==> src/sv/arss_pkg.sv <==
package arss_pkg;

	// Register indexes on the configuration channel
	localparam logic [1:0] REG_RANK_COUNT      = 2'd0;
	localparam logic [1:0] REG_MY_INDEX        = 2'd1;
	localparam logic [1:0] REG_STEPS_PER_PHASE = 2'd2;

	localparam int MAX_RANKS_DEF = 64;
	localparam int RESULT_LIMIT  = 32;

	// Remainder unit: dividend width and divisor (rank) width
	localparam int XW = 8;
	localparam int RW = 7;

	typedef enum logic [2:0] {
		ST_IDLE,
		ST_ME,
		ST_D,
		ST_PEER,
		ST_EMIT,
		ST_ERR
	} state_t;

endpackage

==> src/sv/arss_rem.sv <==
// Restoring remainder, one conditional subtract per cycle.
module arss_rem (
	input  logic                      clk,
	input  logic                      arst_n,
	input  logic                      start,
	input  logic [arss_pkg::XW-1:0]   x,
	input  logic [arss_pkg::RW-1:0]   m,
	output logic                      done,
	output logic [arss_pkg::RW-1:0]   rem
);

	localparam int SW   = arss_pkg::XW + arss_pkg::RW - 1;
	// m >= 2, so m << (XW-1) already exceeds any x
	localparam int KTOP = arss_pkg::XW - 2;

	logic                    active_q;
	logic                    done_q;
	logic [2:0]              k_q;
	logic [arss_pkg::XW-1:0] x_q;
	logic [SW-1:0]           shifted;
	logic [SW-1:0]           x_ext;
	logic [SW-1:0]           diff;
	logic                    ge;

	assign shifted = SW'(m) << k_q;
	assign x_ext   = SW'(x_q);
	assign ge      = x_ext >= shifted;
	assign diff    = x_ext - shifted;

	always_ff @(posedge clk or negedge arst_n) begin
		if (!arst_n) begin
			active_q <= 1'b0;
			done_q   <= 1'b0;
			k_q      <= '0;
		end else begin
			done_q <= 1'b0;
			if (start) begin
				active_q <= 1'b1;
				k_q      <= 3'(KTOP);
			end else if (active_q) begin
				k_q <= k_q - 3'd1;
				if (k_q == 3'd0) begin
					active_q <= 1'b0;
					done_q   <= 1'b1;
				end
			end
		end
	end

	always_ff @(posedge clk) begin
		if (start) begin
			x_q <= x;
		end else if (active_q && ge) begin
			x_q <= diff[arss_pkg::XW-1:0];
		end
	end

	assign done = done_q;
	assign rem  = x_q[arss_pkg::RW-1:0];

endmodule

==> src/sv/allreduce_step_schedule_top.sv <==
// Step schedule for a reduce-scatter / all-gather all-reduce. Pulse start with
// step_number while busy is low; the block then gives the phase, the peers and
// one result per exchanged slice pair on result_strobe, last marking the final
// one. The receiver cannot stall: each result is on the ports for exactly one
// cycle. From accept until busy falls, an item runs two passes of the shared
// 7-step remainder unit (my_index mod R, distance mod R), one setup state, then
// one result per cycle, 1 to 32 results in all. A step beyond both phases
// gives a single error result in the cycle after it is accepted.
// cfg_ready is always high; write configuration only while busy is low.
module allreduce_step_schedule_top #(
	parameter int MAX_RANKS = arss_pkg::MAX_RANKS_DEF
) (
	input  logic       clk,
	input  logic       arst_n,
	input  logic       start,
	output logic       busy,
	input  logic [3:0] step_number,
	input  logic       cfg_valid,
	output logic       cfg_ready,
	input  logic [1:0] cfg_index,
	input  logic [6:0] cfg_data,
	output logic       result_strobe,
	output logic       phase,
	output logic [5:0] to_rank,
	output logic [5:0] from_rank,
	output logic [5:0] slice_count,
	output logic [5:0] tx_slice,
	output logic [5:0] rx_slice,
	output logic       last,
	output logic       step_error
);

	localparam int RW = arss_pkg::RW;
	localparam int XW = arss_pkg::XW;
	localparam logic [RW-1:0] RMAX = (MAX_RANKS > 127) ? 7'd127 : RW'(MAX_RANKS);

	// (a - b) mod r and (a + b) mod r for a, b < r
	function automatic logic [RW-1:0] mod_sub(input logic [RW-1:0] a,
			input logic [RW-1:0] b, input logic [RW-1:0] r);
		logic [RW:0] t;
		t = {1'b0, a} + {1'b0, r} - {1'b0, b};
		if (t >= {1'b0, r})
			t = t - {1'b0, r};
		return t[RW-1:0];
	endfunction

	function automatic logic [RW-1:0] mod_add(input logic [RW-1:0] a,
			input logic [RW-1:0] b, input logic [RW-1:0] r);
		logic [RW:0] t;
		t = {1'b0, a} + {1'b0, b};
		if (t >= {1'b0, r})
			t = t - {1'b0, r};
		return t[RW-1:0];
	endfunction

	arss_pkg::state_t state_q, state_d;

	logic [RW-1:0] rank_count_q;
	logic [5:0]    my_index_q;
	logic [2:0]    steps_q;

	logic          ph_q;
	logic [XW-1:0] d_q;
	logic [RW-1:0] r_q;
	logic [5:0]    n_q;
	logic [5:0]    cnt_q;
	logic [RW-1:0] me_q;
	logic [RW-1:0] dm_q;
	logic [RW-1:0] gm_q;
	logic [RW-1:0] to_q;
	logic [RW-1:0] from_q;
	logic [RW-1:0] tx_q;
	logic [RW-1:0] rx_q;

	logic          accept;
	logic          err_c;
	logic          ph_c;
	logic [3:0]    e_wide;
	logic [2:0]    e_c;
	logic [RW-1:0] r_c;
	logic [XW-1:0] d_c;
	logic [XW-1:0] sum_c;
	logic [XW-1:0] n_raw_c;
	logic [5:0]    n_c;

	logic          rem_start;
	logic [XW-1:0] rem_x;
	logic          rem_done;
	logic [RW-1:0] rem_r;

	logic [RW-1:0] minus_c;
	logic [RW-1:0] plus_c;
	logic [XW-1:0] g2_c;
	logic          is_err;
	logic          is_last;

	assign accept    = start && (state_q == arss_pkg::ST_IDLE);
	assign busy      = state_q != arss_pkg::ST_IDLE;
	assign cfg_ready = 1'b1;

	// Step decode
	assign err_c  = step_number >= {steps_q, 1'b0};
	assign ph_c   = step_number >= {1'b0, steps_q};
	assign e_wide = {steps_q, 1'b0} - 4'd1 - step_number;
	assign e_c    = ph_c ? e_wide[2:0] : step_number[2:0];
	assign r_c    = (rank_count_q < 7'd2) ? 7'd2 :
			((rank_count_q > RMAX) ? RMAX : rank_count_q);
	assign d_c    = XW'(1) << e_c;
	assign sum_c  = XW'(r_c) - XW'(1) + d_c;
	assign n_raw_c = sum_c >> ({1'b0, e_c} + 4'd1);
	assign n_c    = (n_raw_c > XW'(arss_pkg::RESULT_LIMIT)) ?
			6'(arss_pkg::RESULT_LIMIT) : n_raw_c[5:0];

	arss_rem u_rem (
		.clk    (clk),
		.arst_n (arst_n),
		.start  (rem_start),
		.x      (rem_x),
		.m      (r_q),
		.done   (rem_done),
		.rem    (rem_r)
	);

	assign minus_c = mod_sub(me_q, dm_q, r_q);
	assign plus_c  = mod_add(me_q, dm_q, r_q);
	assign g2_c    = {dm_q, 1'b0};

	assign is_err  = state_q == arss_pkg::ST_ERR;
	assign is_last = is_err || (n_q == 6'd0) || ((cnt_q + 6'd1) == n_q);

	always_ff @(posedge clk or negedge arst_n) begin
		if (!arst_n) begin
			state_q      <= arss_pkg::ST_IDLE;
			rank_count_q <= 7'd2;
			my_index_q   <= 6'd0;
			steps_q      <= 3'd1;
		end else begin
			state_q <= state_d;
			if (cfg_valid && cfg_ready) begin
				unique case (cfg_index)
					arss_pkg::REG_RANK_COUNT:      rank_count_q <= cfg_data;
					arss_pkg::REG_MY_INDEX:        my_index_q   <= cfg_data[5:0];
					arss_pkg::REG_STEPS_PER_PHASE: steps_q      <= cfg_data[2:0];
					default: ;
				endcase
			end
		end
	end

	always_comb begin
		state_d   = state_q;
		rem_start = 1'b0;
		rem_x     = XW'(my_index_q);
		unique case (state_q)
			arss_pkg::ST_IDLE: begin
				if (start) begin
					if (err_c) begin
						state_d = arss_pkg::ST_ERR;
					end else begin
						state_d   = arss_pkg::ST_ME;
						rem_start = 1'b1;
					end
				end
			end
			arss_pkg::ST_ME: begin
				rem_x = d_q;
				if (rem_done) begin
					state_d   = arss_pkg::ST_D;
					rem_start = 1'b1;
				end
			end
			arss_pkg::ST_D: begin
				if (rem_done)
					state_d = arss_pkg::ST_PEER;
			end
			arss_pkg::ST_PEER: state_d = arss_pkg::ST_EMIT;
			arss_pkg::ST_EMIT: begin
				if (is_last)
					state_d = arss_pkg::ST_IDLE;
			end
			arss_pkg::ST_ERR: state_d = arss_pkg::ST_IDLE;
			default: state_d = arss_pkg::ST_IDLE;
		endcase
	end

	always_ff @(posedge clk) begin
		if (accept) begin
			ph_q <= ph_c;
			d_q  <= d_c;
			r_q  <= r_c;
			n_q  <= n_c;
		end
		if (state_q == arss_pkg::ST_ME && rem_done)
			me_q <= rem_r;
		if (state_q == arss_pkg::ST_D && rem_done)
			dm_q <= rem_r;
		if (state_q == arss_pkg::ST_PEER) begin
			cnt_q <= 6'd0;
			gm_q  <= ({1'b0, g2_c} >= {2'b0, r_q}) ? RW'(g2_c - XW'(r_q)) : RW'(g2_c);
			if (!ph_q) begin
				to_q   <= minus_c;
				from_q <= plus_c;
				tx_q   <= (n_q == 6'd0) ? '0 : minus_c;
				rx_q   <= (n_q == 6'd0) ? '0 : me_q;
			end else begin
				to_q   <= plus_c;
				from_q <= minus_c;
				tx_q   <= (n_q == 6'd0) ? '0 : me_q;
				rx_q   <= (n_q == 6'd0) ? '0 : minus_c;
			end
		end
		if (state_q == arss_pkg::ST_EMIT) begin
			cnt_q <= cnt_q + 6'd1;
			tx_q  <= mod_sub(tx_q, gm_q, r_q);
			rx_q  <= mod_sub(rx_q, gm_q, r_q);
		end
	end

	assign result_strobe = (state_q == arss_pkg::ST_EMIT) || is_err;
	assign phase         = is_err ? 1'b0 : ph_q;
	assign to_rank       = is_err ? 6'd0 : to_q[5:0];
	assign from_rank     = is_err ? 6'd0 : from_q[5:0];
	assign slice_count   = is_err ? 6'd0 : n_q;
	assign tx_slice      = is_err ? 6'd0 : tx_q[5:0];
	assign rx_slice      = is_err ? 6'd0 : rx_q[5:0];
	assign last          = is_last;
	assign step_error    = is_err;

endmodule

==> config.mk <==
export PLATFORM = sky130hd
export DESIGN_NAME = allreduce_step_schedule_top
export DESIGN_NICKNAME = d
export VERILOG_FILES = /design/src/sv/arss_pkg.sv /design/src/sv/arss_rem.sv /design/src/sv/allreduce_step_schedule_top.sv
export SDC_FILE = /design/constraint.sdc
export NUM_CORES = 1
export LEC_CHECK = 0
export BUFFER_PORTS_ARGS = -buffer_cell sky130_fd_sc_hd__buf_2
export CAP_MARGIN = 25
export CORE_MARGIN = 2
export CORE_UTILIZATION = 60
export DETAILED_ROUTE_END_ITERATION = 10
export PLACE_DENSITY = 0.9
export SYNTH_ARGS = -nofsm -noshare
export SYNTH_HDL_FRONTEND = slang
export SYNTH_HIERARCHICAL = 1
export SYNTH_SLANG_ARGS = --single-unit
==> constraint.sdc <==
create_clock -name clk -period 6.4 [get_ports clk]
set_input_delay 0.96 -clock clk [delete_from_list [all_inputs] [get_ports clk]]
set_output_delay 0.96 -clock clk [all_outputs]
set_load 0.1 [all_outputs]
==> key figures <==
Outcome
  • Status: finished, final reports clean

Pwr
  • Worst ir drop on vdd: 0.000346 V
  • Combinational share of power: a little over three fifths
  • P_leak: about 4.5 nW
  • Clock power frac: 12.9%
  • Pwr dens: approximately 440 mW/mm2
  • Switch share: a little under half
  • Reg power frac: around a quarter
  • Sw Pwr: around 0.0021 W
  • P_int: between 0.002 and 0.0025 W

Clocking
  • H-tree depth: 3
  • Resize count post-CTS: 0
  • CTS buffer count: 9
  • CTS tree: yes
  • CTS root buffer: clkbuf_16
  • CTS Hold Buffers Added: 0
  • Clock transition at path regs: about 0.080 ns
  • CTS Sinks: 107
  • Longest Clk Path Bufs: 2
  • Worst skew pair latency: about 0.36 ns
  • Post-CTS setup buffers: 0

Worst setup path
  • Top cell family by delay on the critical path: compound AO/OA/AOI/OAI gates
  • FF-to-FF Start: steps_q[2]$_DFFE_PN0P_
  • Worst setup EP type: flop
  • Reg2Reg Capture Point: n_q[2]$_SDFFCE_PN0P_
  • Most frequent CP cell: inv_1
  • WP data arrival: a little under 6 ns
  • Crit start category: input pin
  • Critical path buffers and inverters: 5
  • FF-to-FF path depth: 19
  • Critical path class: input pin to flop
  • Worst path slowest cell: mux2i_1
  • Critical Path RT: around 6.6 ns
  • Crit path largest cell delay: about 0.75 ns
  • CP Depth: 20
  • Crit path max fanout: 11
  • Setup slack, reg-to-reg: 1.14 ns
  • CP Cell Sequence: buf_2 -> inv_1 -> ha_1 -> nor2b_1 -> o21ai_4 -> mux2i_1 -> nand3_1 -> ha_1 -> inv_1 -> ha_1 -> inv_1 -> fa_1 -> nand2b_1 -> a21o_1 -> a211oi_1 -> inv_1 -> a21oi_1 -> o32ai_1 -> o41ai_1 -> a21boi_1

Drt
  • Per-cell routed wire length: roughly 18 um
  • Drt pass-1 iters: 5
  • Initial drt markers: approximately 650
  • Antenna-violating nets left: 0
  • Drt via density: slightly above 6
  • Drt total wl: around 21000 um
  • Residual DRC: 0
  • Via count: 7346

Final layout
  • Multi-input logic area: ~0.0056 mm2
  • Area grow syn2layout: 7.32%
  • Most frequent cells in the layout: inv_1, ha_1, nor2_1, edfxtp_1, a21oi_1
  • Final Util: roughly 66%
  • N_diodes: 0
  • FILL cells: roughly 1100
  • Reg area: 0.00310 mm2
  • Commonest non-fill, non-tap cell in the layout: inv_1
  • Nets: around 1200
  • Share of cells above drive strength 1: between 10% and 20%

STA
  • Clock skew: roughly 0.011 ns
  • Max Fclk: between 150 and 200 MHz
  • Relative slew slack: around a third
  • Max Slew Vio Count: 0
  • Setup violators final: 0
  • RSZ-0062 raised after global routing: no
  • Final worst-path cycle share: 86.8%
  • Worst Setup Slack, final: about 0.85 ns
  • Tightest Pin Transition: about 0.99 ns
  • Final hold vios: 0
  • Setup tns final: 0 ns
  • Tmin final: 5.55 ns

Global routing
  • Busiest grt layer: met2
  • Largest net degree at the start of global routing: 25
  • Met3 Usage GRT: 5.11%
  • First-pass GRT wire length: ~35000 um
  • Initial antenna violation count: 0
  • GRT Total Usage: approximately 27%
  • M2 GR Usage: between 40% and 50%
  • Vias in the first global route: 7234
  • Met1 usage: between 30% and 40%
  • Global route total overflow: 0

Worst hold path
  • Hold depth: 0
  • Hold path start: u_rem/x_q[0]$_DFFE_PP_
  • WHS Endpoint: dm_q[0]$_DFFE_PP_
  • Hold Path Class: flop to flop

Yosys
  • Syn Nets: approximately 1100
  • Synth area leaders: edfxtp_1, ha_1, fa_1, dfrtp_1, inv_1
  • Syn_area_per_cell: around 9.5 um2
  • Asr flop ratio synth: between 20% and 30%
  • Cell variety after synth: 67
  • Flops & latches, synth: approximately 110
  • Seq/Total Area, Yosys: between 30 and 40%
  • Share of the synthesized area in the top cell type: 26.6%
  • Ys flop type: edfxtp_1
  • Mapped Area: 0.00935 mm2
  • Syn Inst Count: approximately 990
  • Number of synthesized flops with an enable pin: just over 80
  • YS warnings: 6
  • Cell taking the most area after synthesis: edfxtp_1

Floorplan
  • I/O pin cnt: between 50 and 60
  • Chip width: between 100 and 150 um
  • Starting Density: approximately three fifths
  • Core area: roughly 0.015 mm2
  • Row count: 45
  • Die area: roughly 0.017 mm2
  • Die H: 129 um

Place
  • DP HPWL: between 15000 and 20000 um
  • Port buffer count: 51
  • Post-place setup slack: about 0.59 ns
  • Final Wtd Congestion: between 0.9 and 1

Job
  • Max Cap Viol: 0
-- metrics by stage --
stage               power, W  instances  hold slack (ns)  cell area [um2]
global route         0.00471       1214            0.511            10000
CTS                  0.00435       1213            0.487            10000
detailed placement   0.00377       1197            0.473             9730
global placement     0.00366       1195            0.453             9710
floorplan            0.00328        987            0.472             9350
finish               0.00438       1214            0.491            10000
-- synth_stat cells (4+ instances only) --
cell type	count
inv_1	128
ha_1	92
nor2_1	86
edfxtp_1	83
a21oi_1	71
nand2_1	59
o21ai_0	44
xnor2_1	43
and2_1	29
fa_1	29
a21o_1	27
mux2_2	26
mux2i_1	26
xor2_1	25
dfrtp_1	22
clkbuf_1	19
nand3_1	16
o21bai_1	13
o22ai_1	12
a211oi_1	11
buf_4	10
nor3_1	10
nand2b_1	9
nor2b_1	9
nor3b_1	7
buf_2	6
and3_1	5
a21boi_0	4
a41o_1	4
o31ai_1	4
-- worst max-delay path by stage --
stage	start	to	slack, ns
after floorplan	cnt_q[0]$_SDFFCE_PN0P_	last	0.73
after global placement	step_number[0]	n_q[2]$_SDFFCE_PN0P_	0.76
after detailed placement	step_number[0]	n_q[2]$_SDFFCE_PN0P_	0.59
after CTS	step_number[0]	n_q[2]$_SDFFCE_PN0P_	0.92
after global routing	step_number[0]	n_q[2]$_SDFFCE_PN0P_	0.46
final	step_number[0]	n_q[2]$_SDFFCE_PN0P_	0.85
-- power by group through the flow --
stage          logic (W)  clock network, W  registers (W)
2_1_floorplan    0.00228                 0       0.000998
3_3_place_gp     0.00260                 0        0.00106
3_5_place_dp     0.00270                 0        0.00107
4_1_cts          0.00272          0.000572        0.00106
5_1_grt          0.00304          0.000599        0.00107
6_report         0.00276          0.000566        0.00106
-- sequential cells by signal, summed over array words and instances (netlist names) --
register        flops
cnt_q               6
d_q                 8
dm_q                7
from_q              6
gm_q                7
me_q                7
my_index_q          6
n_q                 6
ph_q                1
r_q                 7
rank_count_q        7
rx_q                7
state_q             3
steps_q             3
to_q                6
tx_q                7
u_rem/active_q      1
u_rem/done          1
u_rem/k_q           3
u_rem/x_q           8
-- final cells by class --
| class | instances | area share [%] |
|---|---|---|
| multi-input combinational | 714 | 55.7 |
| sequential | 107 | 30.8 |
| inverter | 128 | 4.79 |
| timing repair buffer | 61 | 3.37 |
| clock buffer | 10 | 2.49 |
| tap | 188 | 2.34 |
| clock inverter | 6 | 0.523 |
-- metal layers --
metal  wire length [um]  part of all wire, %  vias up
met4                806                  3.8        0
met1               8780                   41     3496
met5                  0                    0        -
met2              10400                   49      297
met3               1320                  6.2       67
li1                   -                    -     3486
-- cell families (layout without fill, tap and decap cells) --
| group | count (synthesis) | after routing | share of synthesized area, % |
|---|---|---|---|
| AO/OA/AOI/OAI | 220 | 220 | 15.2 |
| XOR/XNOR | 68 | 68 | 6.37 |
| adder cells (fa/ha/maj) | 121 | 121 | 18.5 |
| buffers and inverters | 166 | 205 | 7.22 |
| flip-flops | 107 | 107 | 33.1 |
| multiplexers | 57 | 57 | 6.90 |
| other | 1 | 1 | 0.0401 |
| AND/OR/NAND/NOR | 247 | 247 | 12.7 |
No activity file was read; power rests on OpenSTA's default activity.
